===== src/sv/drhi_pkg.sv =====
// Package: widths, types and constants of the depth row hole interpolator
`timescale 1ns / 1ps

package drhi_pkg;

    // field widths
    localparam int DEPTH_W   = 16;
    localparam int STEP_W    = 33;
    localparam int CNT_W     = 11;
    localparam int S_TDATA_W = 16;
    localparam int M_TDATA_W = 64;
    localparam int M_TUSER_W = 2;

    // hole counter saturates at the smaller of the row width and this
    localparam int CNT_MAX = 2047;
    localparam int MAX_ROW_WIDTH_DEF = 1024;

    // divider: 32-bit dividend, four quotient bits per cycle
    localparam int NUM_W        = 32;
    localparam int DIV_BITS_CYC = 4;
    localparam int FRAC_W       = 16;

    // output tuser bit positions
    localparam int TUSER_HOLE  = 0;
    localparam int TUSER_RDONE = 1;

    typedef enum logic [2:0] {
        S_IDLE,
        S_DIV,
        S_HOLE,
        S_PIX,
        S_HEND
    } t_state;

    // which run the output register loads
    typedef enum logic [1:0] {
        LD_NONE,
        LD_HOLE_END,
        LD_HOLE,
        LD_PIX
    } t_load;

    typedef struct packed {
        logic  accept;
        logic  div_start;
        t_load load;
    } t_cmd;

    typedef struct packed {
        logic in_zero;
        logic in_rend;
        logic hole_nz;
        logic div_done;
        logic out_free;
    } t_status;

endpackage


===== src/sv/depth_row_hole_interpolator.sv =====
// Top level of the depth row hole interpolator
`timescale 1ns / 1ps

// Takes depth pixels (mm, 0 = invalid) in row order and emits runs: each run
// of invalid pixels becomes one hole run (start, signed Q17.16 step, length),
// followed by the valid pixel that closes it, if any, as a one-long run. An
// invalid pixel that does not end a row gives no word. For a valid pixel
// closing a hole, the step comes from an iterative divider that resolves four
// quotient bits per cycle over a 32-bit dividend. The output register lets
// the next pixel be taken while the last word still waits; a stalled output
// adds its stall.
module depth_row_hole_interpolator
    import drhi_pkg::*;
#(
    parameter int MAX_ROW_WIDTH = MAX_ROW_WIDTH_DEF
) (
    input  logic                 i_clk,
    input  logic                 i_rst_n,
    input  logic                 s_axis_tvalid,
    output logic                 s_axis_tready,
    input  logic [S_TDATA_W-1:0] s_axis_tdata,  // [15:0] depth_mm
    input  logic                 s_axis_tlast,  // row_end
    input  logic                 s_axis_tuser,  // frame_end
    output logic                 m_axis_tvalid,
    input  logic                 m_axis_tready,
    // [15:0] run_start, [48:16] run_step, [59:49] run_length, [63:60] zero
    output logic [M_TDATA_W-1:0] m_axis_tdata,
    output logic [M_TUSER_W-1:0] m_axis_tuser,  // [0] run_is_hole, [1] row_done
    output logic                 m_axis_tlast   // last
);

    t_cmd    w_cmd;
    t_status w_status;

    drhi_ctrl u_ctrl (
        .i_clk      (i_clk),
        .i_rst_n    (i_rst_n),
        .i_s_tvalid (s_axis_tvalid),
        .o_s_tready (s_axis_tready),
        .i_status   (w_status),
        .o_cmd      (w_cmd)
    );

    drhi_dp #(
        .MAX_ROW_WIDTH (MAX_ROW_WIDTH)
    ) u_dp (
        .i_clk      (i_clk),
        .i_rst_n    (i_rst_n),
        .i_cmd      (w_cmd),
        .o_status   (w_status),
        .i_s_tdata  (s_axis_tdata),
        .i_s_tlast  (s_axis_tlast),
        .i_s_tuser  (s_axis_tuser),
        .i_m_tready (m_axis_tready),
        .o_m_tvalid (m_axis_tvalid),
        .o_m_tdata  (m_axis_tdata),
        .o_m_tuser  (m_axis_tuser),
        .o_m_tlast  (m_axis_tlast)
    );

endmodule


===== src/sv/drhi_div.sv =====
// Iterative restoring divider, four quotient bits per cycle, signed result
`timescale 1ns / 1ps

module drhi_div
    import drhi_pkg::*;
(
    input  logic                    i_clk,
    input  logic                    i_rst_n,
    input  logic                    i_start,
    input  logic [NUM_W-1:0]        i_num,
    input  logic                    i_neg,
    input  logic [CNT_W-1:0]        i_den,
    output logic                    o_done,
    output logic signed [STEP_W-1:0] o_quot
);

    localparam int DIV_CYC = NUM_W / DIV_BITS_CYC;
    localparam int ITER_W  = $clog2(DIV_CYC);
    localparam int REM_W   = CNT_W + 1;

    logic              r_busy;
    logic [ITER_W-1:0] r_iter;
    logic [NUM_W-1:0]  r_num;
    logic [REM_W-1:0]  r_rem;
    logic [CNT_W-1:0]  r_den;
    logic              r_neg;
    logic [NUM_W-1:0]  n_num;
    logic [REM_W-1:0]  n_rem;
    logic [STEP_W-1:0] w_mag;

    // four restoring steps; the dividend register fills with quotient bits
    always_comb begin
        n_num = r_num;
        n_rem = r_rem;
        for (int k = 0; k < DIV_BITS_CYC; k++) begin
            n_rem = {n_rem[REM_W-2:0], n_num[NUM_W-1]};
            n_num = {n_num[NUM_W-2:0], 1'b0};
            if (n_rem >= {1'b0, r_den}) begin
                n_rem    = n_rem - {1'b0, r_den};
                n_num[0] = 1'b1;
            end
        end
    end

    // iteration control
    always_ff @(posedge i_clk) begin
        if (!i_rst_n) begin
            r_busy <= 1'b0;
            r_iter <= '0;
        end else if (i_start) begin
            r_busy <= 1'b1;
            r_iter <= '0;
        end else if (r_busy) begin
            r_iter <= r_iter + 1'b1;
            if (o_done) begin
                r_busy <= 1'b0;
            end
        end
    end

    // operands and partial results
    always_ff @(posedge i_clk) begin
        if (i_start) begin
            r_num <= i_num;
            r_rem <= '0;
            r_den <= i_den;
            r_neg <= i_neg;
        end else if (r_busy) begin
            r_num <= n_num;
            r_rem <= n_rem;
        end
    end

    assign o_done = r_busy && (r_iter == ITER_W'(DIV_CYC - 1));
    assign w_mag  = {1'b0, r_num};
    assign o_quot = r_neg ? $signed(~w_mag + 1'b1) : $signed(w_mag);

endmodule


===== src/sv/drhi_dp.sv =====
// Datapath: neighbour state, hole counter, step divider and output register
`timescale 1ns / 1ps

module drhi_dp
    import drhi_pkg::*;
#(
    parameter int MAX_ROW_WIDTH = MAX_ROW_WIDTH_DEF
) (
    input  logic                 i_clk,
    input  logic                 i_rst_n,
    input  t_cmd                 i_cmd,
    output t_status              o_status,
    input  logic [S_TDATA_W-1:0] i_s_tdata,
    input  logic                 i_s_tlast,
    input  logic                 i_s_tuser,
    input  logic                 i_m_tready,
    output logic                 o_m_tvalid,
    output logic [M_TDATA_W-1:0] o_m_tdata,
    output logic [M_TUSER_W-1:0] o_m_tuser,
    output logic                 o_m_tlast
);

    localparam int HOLE_CAP = (MAX_ROW_WIDTH > CNT_MAX) ? CNT_MAX : MAX_ROW_WIDTH;
    localparam int PAD_W    = M_TDATA_W - DEPTH_W - STEP_W - CNT_W;

    logic [DEPTH_W-1:0] w_in_depth;
    logic [DEPTH_W-1:0] w_left_eff;
    logic [DEPTH_W:0]   w_diff;
    logic [DEPTH_W:0]   w_diff_abs;
    logic               w_div_done;
    logic signed [STEP_W-1:0] w_quot;

    logic [DEPTH_W-1:0] r_left;
    logic               r_left_ok;
    logic [CNT_W-1:0]   r_hole_cnt;
    logic [DEPTH_W-1:0] r_depth;
    logic               r_rend;
    logic               r_fend;

    logic               r_out_valid;
    logic [DEPTH_W-1:0] r_out_start;
    logic signed [STEP_W-1:0] r_out_step;
    logic [CNT_W-1:0]   r_out_len;
    logic               r_out_hole;
    logic               r_out_rdone;
    logic               r_out_last;

    assign w_in_depth = i_s_tdata[DEPTH_W-1:0];

    // status to the controller
    assign o_status.in_zero  = (w_in_depth == '0);
    assign o_status.in_rend  = i_s_tlast | i_s_tuser;
    assign o_status.hole_nz  = (r_hole_cnt != '0);
    assign o_status.div_done = w_div_done;
    assign o_status.out_free = !r_out_valid || i_m_tready;

    // signed difference right minus left, taken apart into sign and size
    assign w_left_eff = r_left_ok ? r_left : w_in_depth;
    assign w_diff     = {1'b0, w_in_depth} - {1'b0, w_left_eff};
    assign w_diff_abs = w_diff[DEPTH_W] ? (~w_diff + 1'b1) : w_diff;

    drhi_div u_div (
        .i_clk   (i_clk),
        .i_rst_n (i_rst_n),
        .i_start (i_cmd.div_start),
        .i_num   ({w_diff_abs[DEPTH_W-1:0], {FRAC_W{1'b0}}}),
        .i_neg   (w_diff[DEPTH_W]),
        .i_den   (r_hole_cnt),
        .o_done  (w_div_done),
        .o_quot  (w_quot)
    );

    // input word latch
    always_ff @(posedge i_clk) begin
        if (i_cmd.accept) begin
            r_depth <= w_in_depth;
            r_rend  <= i_s_tlast | i_s_tuser;
            r_fend  <= i_s_tuser;
        end
    end

    // left neighbour and hole counter
    always_ff @(posedge i_clk) begin
        if (!i_rst_n) begin
            r_left     <= '0;
            r_left_ok  <= 1'b0;
            r_hole_cnt <= '0;
        end else begin
            if (i_cmd.accept && o_status.in_zero &&
                (r_hole_cnt < CNT_W'(HOLE_CAP))) begin
                r_hole_cnt <= r_hole_cnt + 1'b1;
            end
            unique case (i_cmd.load)
                LD_HOLE_END: begin
                    r_hole_cnt <= '0;
                    if (r_fend) begin
                        r_left    <= '0;
                        r_left_ok <= 1'b0;
                    end
                end
                LD_HOLE: begin
                    r_hole_cnt <= '0;
                end
                LD_PIX: begin
                    r_left    <= r_fend ? '0 : r_depth;
                    r_left_ok <= !r_fend;
                end
                default: begin
                end
            endcase
        end
    end

    // output register valid
    always_ff @(posedge i_clk) begin
        if (!i_rst_n) begin
            r_out_valid <= 1'b0;
        end else if (i_cmd.load != LD_NONE) begin
            r_out_valid <= 1'b1;
        end else if (i_m_tready) begin
            r_out_valid <= 1'b0;
        end
    end

    // output register payload
    always_ff @(posedge i_clk) begin
        unique case (i_cmd.load)
            LD_HOLE_END: begin
                r_out_start <= r_left_ok ? r_left : '0;
                r_out_step  <= '0;
                r_out_len   <= r_hole_cnt;
                r_out_hole  <= 1'b1;
                r_out_rdone <= 1'b1;
                r_out_last  <= 1'b1;
            end
            LD_HOLE: begin
                r_out_start <= r_left_ok ? r_left : r_depth;
                r_out_step  <= w_quot;
                r_out_len   <= r_hole_cnt;
                r_out_hole  <= 1'b1;
                r_out_rdone <= 1'b0;
                r_out_last  <= 1'b0;
            end
            LD_PIX: begin
                r_out_start <= r_depth;
                r_out_step  <= '0;
                r_out_len   <= CNT_W'(1);
                r_out_hole  <= 1'b0;
                r_out_rdone <= r_rend;
                r_out_last  <= 1'b1;
            end
            default: begin
            end
        endcase
    end

    assign o_m_tvalid = r_out_valid;
    assign o_m_tdata  = {{PAD_W{1'b0}}, r_out_len, r_out_step, r_out_start};
    assign o_m_tuser  = {r_out_rdone, r_out_hole};
    assign o_m_tlast  = r_out_last;

endmodule


===== src/sv/drhi_ctrl.sv =====
// Controller: sequences input acceptance, step division and run emission
`timescale 1ns / 1ps

module drhi_ctrl
    import drhi_pkg::*;
(
    input  logic    i_clk,
    input  logic    i_rst_n,
    input  logic    i_s_tvalid,
    output logic    o_s_tready,
    input  t_status i_status,
    output t_cmd    o_cmd
);

    t_state r_state;
    t_state n_state;

    // state register
    always_ff @(posedge i_clk) begin
        if (!i_rst_n) begin
            r_state <= S_IDLE;
        end else begin
            r_state <= n_state;
        end
    end

    // next state and commands
    always_comb begin
        n_state         = r_state;
        o_s_tready      = 1'b0;
        o_cmd.accept    = 1'b0;
        o_cmd.div_start = 1'b0;
        o_cmd.load      = LD_NONE;
        unique case (r_state)
            S_IDLE: begin
                o_s_tready = 1'b1;
                if (i_s_tvalid) begin
                    o_cmd.accept = 1'b1;
                    if (i_status.in_zero) begin
                        n_state = i_status.in_rend ? S_HEND : S_IDLE;
                    end else if (i_status.hole_nz) begin
                        o_cmd.div_start = 1'b1;
                        n_state         = S_DIV;
                    end else begin
                        n_state = S_PIX;
                    end
                end
            end
            S_DIV: begin
                if (i_status.div_done) begin
                    n_state = S_HOLE;
                end
            end
            S_HOLE: begin
                if (i_status.out_free) begin
                    o_cmd.load = LD_HOLE;
                    n_state    = S_PIX;
                end
            end
            S_PIX: begin
                if (i_status.out_free) begin
                    o_cmd.load = LD_PIX;
                    n_state    = S_IDLE;
                end
            end
            S_HEND: begin
                if (i_status.out_free) begin
                    o_cmd.load = LD_HOLE_END;
                    n_state    = S_IDLE;
                end
            end
            default: begin
                n_state = S_IDLE;
            end
        endcase
    end

endmodule


===== config.mk =====
export PLATFORM = sky130hd
export DESIGN_NAME = depth_row_hole_interpolator
export DESIGN_NICKNAME = d
export VERILOG_FILES = /design/src/sv/drhi_pkg.sv /design/src/sv/depth_row_hole_interpolator.sv /design/src/sv/drhi_div.sv /design/src/sv/drhi_dp.sv /design/src/sv/drhi_ctrl.sv
export SDC_FILE = /design/constraint.sdc
export NUM_CORES = 1
export LEC_CHECK = 0
export BUFFER_PORTS_ARGS = -buffer_cell sky130_fd_sc_hd__buf_4
export CORE_MARGIN = 5
export CORE_UTILIZATION = 30
export CTS_CLUSTER_SIZE = 12
export DETAILED_ROUTE_END_ITERATION = 16
export PLACE_DENSITY = 0.52
export SLEW_MARGIN = 20
export SYNTH_ARGS = -nofsm -noshare
export SYNTH_HDL_FRONTEND = slang
export SYNTH_SLANG_ARGS = --single-unit

===== constraint.sdc =====
create_clock -name i_clk -period 10.1 [get_ports i_clk]
set_clock_uncertainty 0.05 [all_clocks]
set_input_delay 1.01 -clock i_clk [delete_from_list [all_inputs] [get_ports i_clk]]
set_output_delay 1.01 -clock i_clk [all_outputs]
set_load 0.02 [all_outputs]

==> metrics.md <==
| Metric | Value |
|---|---|
| Status | `finished clean` |
| CTS tree | `done` |
| Critical path arrival | `9730 ps` |
| PnR worst setup slack | `608 ps` |
| Asr flop ratio synth | `0%` |
| Synth warn | `0` |
| Reg clk slew, reported paths | `70 ps` |
| ANT nets after route | `0` |
| DP HPWL | `21500 um` |
| Initial antenna violation count | `0` |
| RePlAce Congestion | `0.910` |
| Worst path top cell family by delay | `compound AO/OA/AOI/OAI gates` |
| IO Pins | `91` |
| Critical Path RT | `10340 ps` |
| Max stage delay on crit path | `520 ps` |
| Worst Hold Slack | `458 ps` |
| Drt via density | `5.13` |
| Std-Cell Rows | `69` |
| Syn avg cell area | `9.90 um^2` |
| Clk buf depth | `2` |
| Worst-Skew Late Latency | `430 ps` |
| Slowest CP cell | `fa_1` |
| Tcrit/Tclk final | `94.0%` |
| Sink Count | `172` |
| H-tree levels | `4` |
| Maximum clock frequency | `105 MHz` |
| Post-synth EDFFs | `109` |
| Largest net degree at the start of global routing | `65` |
| Vias in the first global route | `8321` |
| Detailed Routing Iterations Pass 1 | `5` |
| Rel. slew slack | `29.3%` |
| Area growth from synthesis to final layout | `16.2%` |
| TritonCTS Buffers | `17` |
| Buf/Inv on CP | `4` |
| Final wirelength | `29000 um` |
| Synth top area share | `30.5%` |
| Worst-Margin Slew | `1060 ps` |
| Crit path launch type | `flip-flop` |
| # diodes | `0` |
| Slew Limit Fails | `0` |
| Critical path type | `reg -> reg` |
| Area contributors post-synth | `edfxtp_1 30%, dfxtp_1 12%, ha_1 7.7%` |
| Hold/Removal Path Class | `reg -> reg` |
| Die Area | `0.0397 mm^2` |
| Final Hold Viols | `0` |
| Core ar. | `0.0355 mm^2` |
| Synth Cell Area | `0.0107 mm^2` |
| Non-Filler Instances | `1637` |
| Synth Register Bits | `172` |
| Die width | `199 um` |
| Register area share after synthesis | `42.2%` |
| Cell variety after synth | `74` |
| IO Port Bufs | `86` |
| DRT iter0 DRCs | `529` |
| Post-route minimum period | `9490 ps` |
| CP max FO | `14` |
| Root Buffer | `clkbuf_16` |
| DRC | `0` |
| Die Height | `199 um` |
| Top_reg_cell synth | `edfxtp_1` |
| MaxCap Viol Count | `0` |
| Final core occ | `35.2%` |
| Starting density of the core | `30.3%` |
| DR WL/cell | `17.7 um` |
| Crit end category | `flip-flop` |
| DP Worst Slack | `541 ps` |
| Yosys top cell by area | `edfxtp_1` |
| Overflow after GRT | `0` |
| DP Cell Count | `1602` |
| Total track usage | `14.7%` |
| Post-CTS Hold Buffers | `0` |
| Via Count | `8392` |
| Post-Syn Instances | `1085` |
| Final setup viols | `0` |
| Ratio of cells with drive above 1 in the final layout | `14.3%` |
| First-pass GRT wire length | `46300 um` |
| Fin nets | `1256` |
## metrics by stage
stage          TNS (ps)  cell area, um^2
3_5_place_dp          0            11900
4_1_cts               0            12400
3_3_place_gp          0            11900
5_1_grt          -0.731            12500
2_1_floorplan         0            10800
6_report              0            12500
## metal layers
layer / wire length, um / track usage [%] / vias up / part of all wire, %
met5: 0 / 0 / - / 0
met4: 569 / 4.38 / 0 / 2.0
met3: 1040 / 2.48 / 31 / 3.6
met2: 14200 / 24.7 / 159 / 49
met1: 13300 / 19.5 / 4051 / 46
li1: - / - / 4151 / -
## sequential cells by signal (all words and copies together), names as in the netlist, 11 cells and up
signal,flops
u_dp.r_hole_cnt,11
u_dp.r_left,16
u_dp.u_div.r_den,11
u_dp.u_div.r_num,32
u_dp.r_depth,16
u_dp.r_out_step,33
u_dp.u_div.r_rem,11
u_dp.r_out_len,11
u_dp.r_out_start,16
## cell type report
cell class,instances,area (um^2)
clock buffers,19,443
clock inverters,13,109
fillers,3568,23000
inverters,42,158
multi-input cells,826,5870
flip-flops and latches,172,4540
well taps,461,577
repair buffers,104,788
## logic make-up (layout without fill, tap and decap cells)
| family | after synthesis | after routing | synth area share (%) |
|---|---|---|---|
| flops | 172 | 172 | 42.2 |
| buf+inv | 90 | 178 | 3.51 |
| mux | 53 | 53 | 5.05 |
| other cells | 1 | 4 | 0.0349 |
| xor+xnor | 96 | 96 | 7.83 |
| simple gates | 336 | 336 | 16.1 |
| fa+ha+maj | 71 | 71 | 8.62 |
| compound gates | 266 | 266 | 16.7 |
## synthesized netlist by cell type (14+ instances only)
library cell,number
nor2_1,105
a21oi_1,54
a22o_1,16
xnor2_1,34
dfxtp_1,63
nand3_1,29
and2_1,14
ha_1,66
mux2i_1,43
nand2_1,54
clkbuf_1,33
a21o_1,18
a22oi_1,18
nand2b_1,17
inv_1,41
edfxtp_1,109
o21ai_0,71
xor2_1,62
nor2b_1,31
## repair_timing
item | CTS | global route
resized for setup | 0 | 2
buffers inserted | 0 | 2
endpoints found under the hold margin | 0 | 0
setup endpoints to repair | 0 | 12
## worst paths after layout
path                                        endpoint  slack [ps]  cells past startpoint                 start
worst max register to register   u_dp.u_div.r_rem[6]         610                     36   u_dp.u_div.r_den[0]
worst max-delay path             u_dp.u_div.r_rem[6]         610                     36   u_dp.u_div.r_den[0]
worst min-delay path            u_dp.u_div.r_iter[2]         460                      2  u_dp.u_div.r_iter[2]
worst min register to register  u_dp.u_div.r_iter[2]         460                      2  u_dp.u_div.r_iter[2]
## cell usage in the layout (no fill, tap or decap), types with 5 or more instances in the layout
cell,count
edfxtp_1,109
nor2_1,104
buf_4,103
o21ai_0,71
ha_1,66
xor2_1,62
dfxtp_1,62
nand2_1,54
a21oi_1,53
mux2i_1,43
inv_1,41
xnor2_1,34
nor2b_1,31
nand3_1,29
a21o_1,18
a22oi_1,18
nand2b_1,17
clkbuf_16,17
a22o_1,16
and2_1,14
nand4_1,13
o31ai_1,13
nor4_1,12
or4_1,11
nor3_1,11
o21a_1,9
a211oi_1,9
mux2_2,9
or3_1,9
a31oi_1,6
and3_1,6
o221ai_1,6
or2_2,5
fa_1,5
## worst min-delay path, stage by stage, from the launching register on
cell	delay [ps]
dfxtp_1	330
mux2i_1	70
nor2_1	80
Power is left out: the tool's default activity adds up to more than one toggle a clock period on the data nets, which glitch-free logic cannot reach.
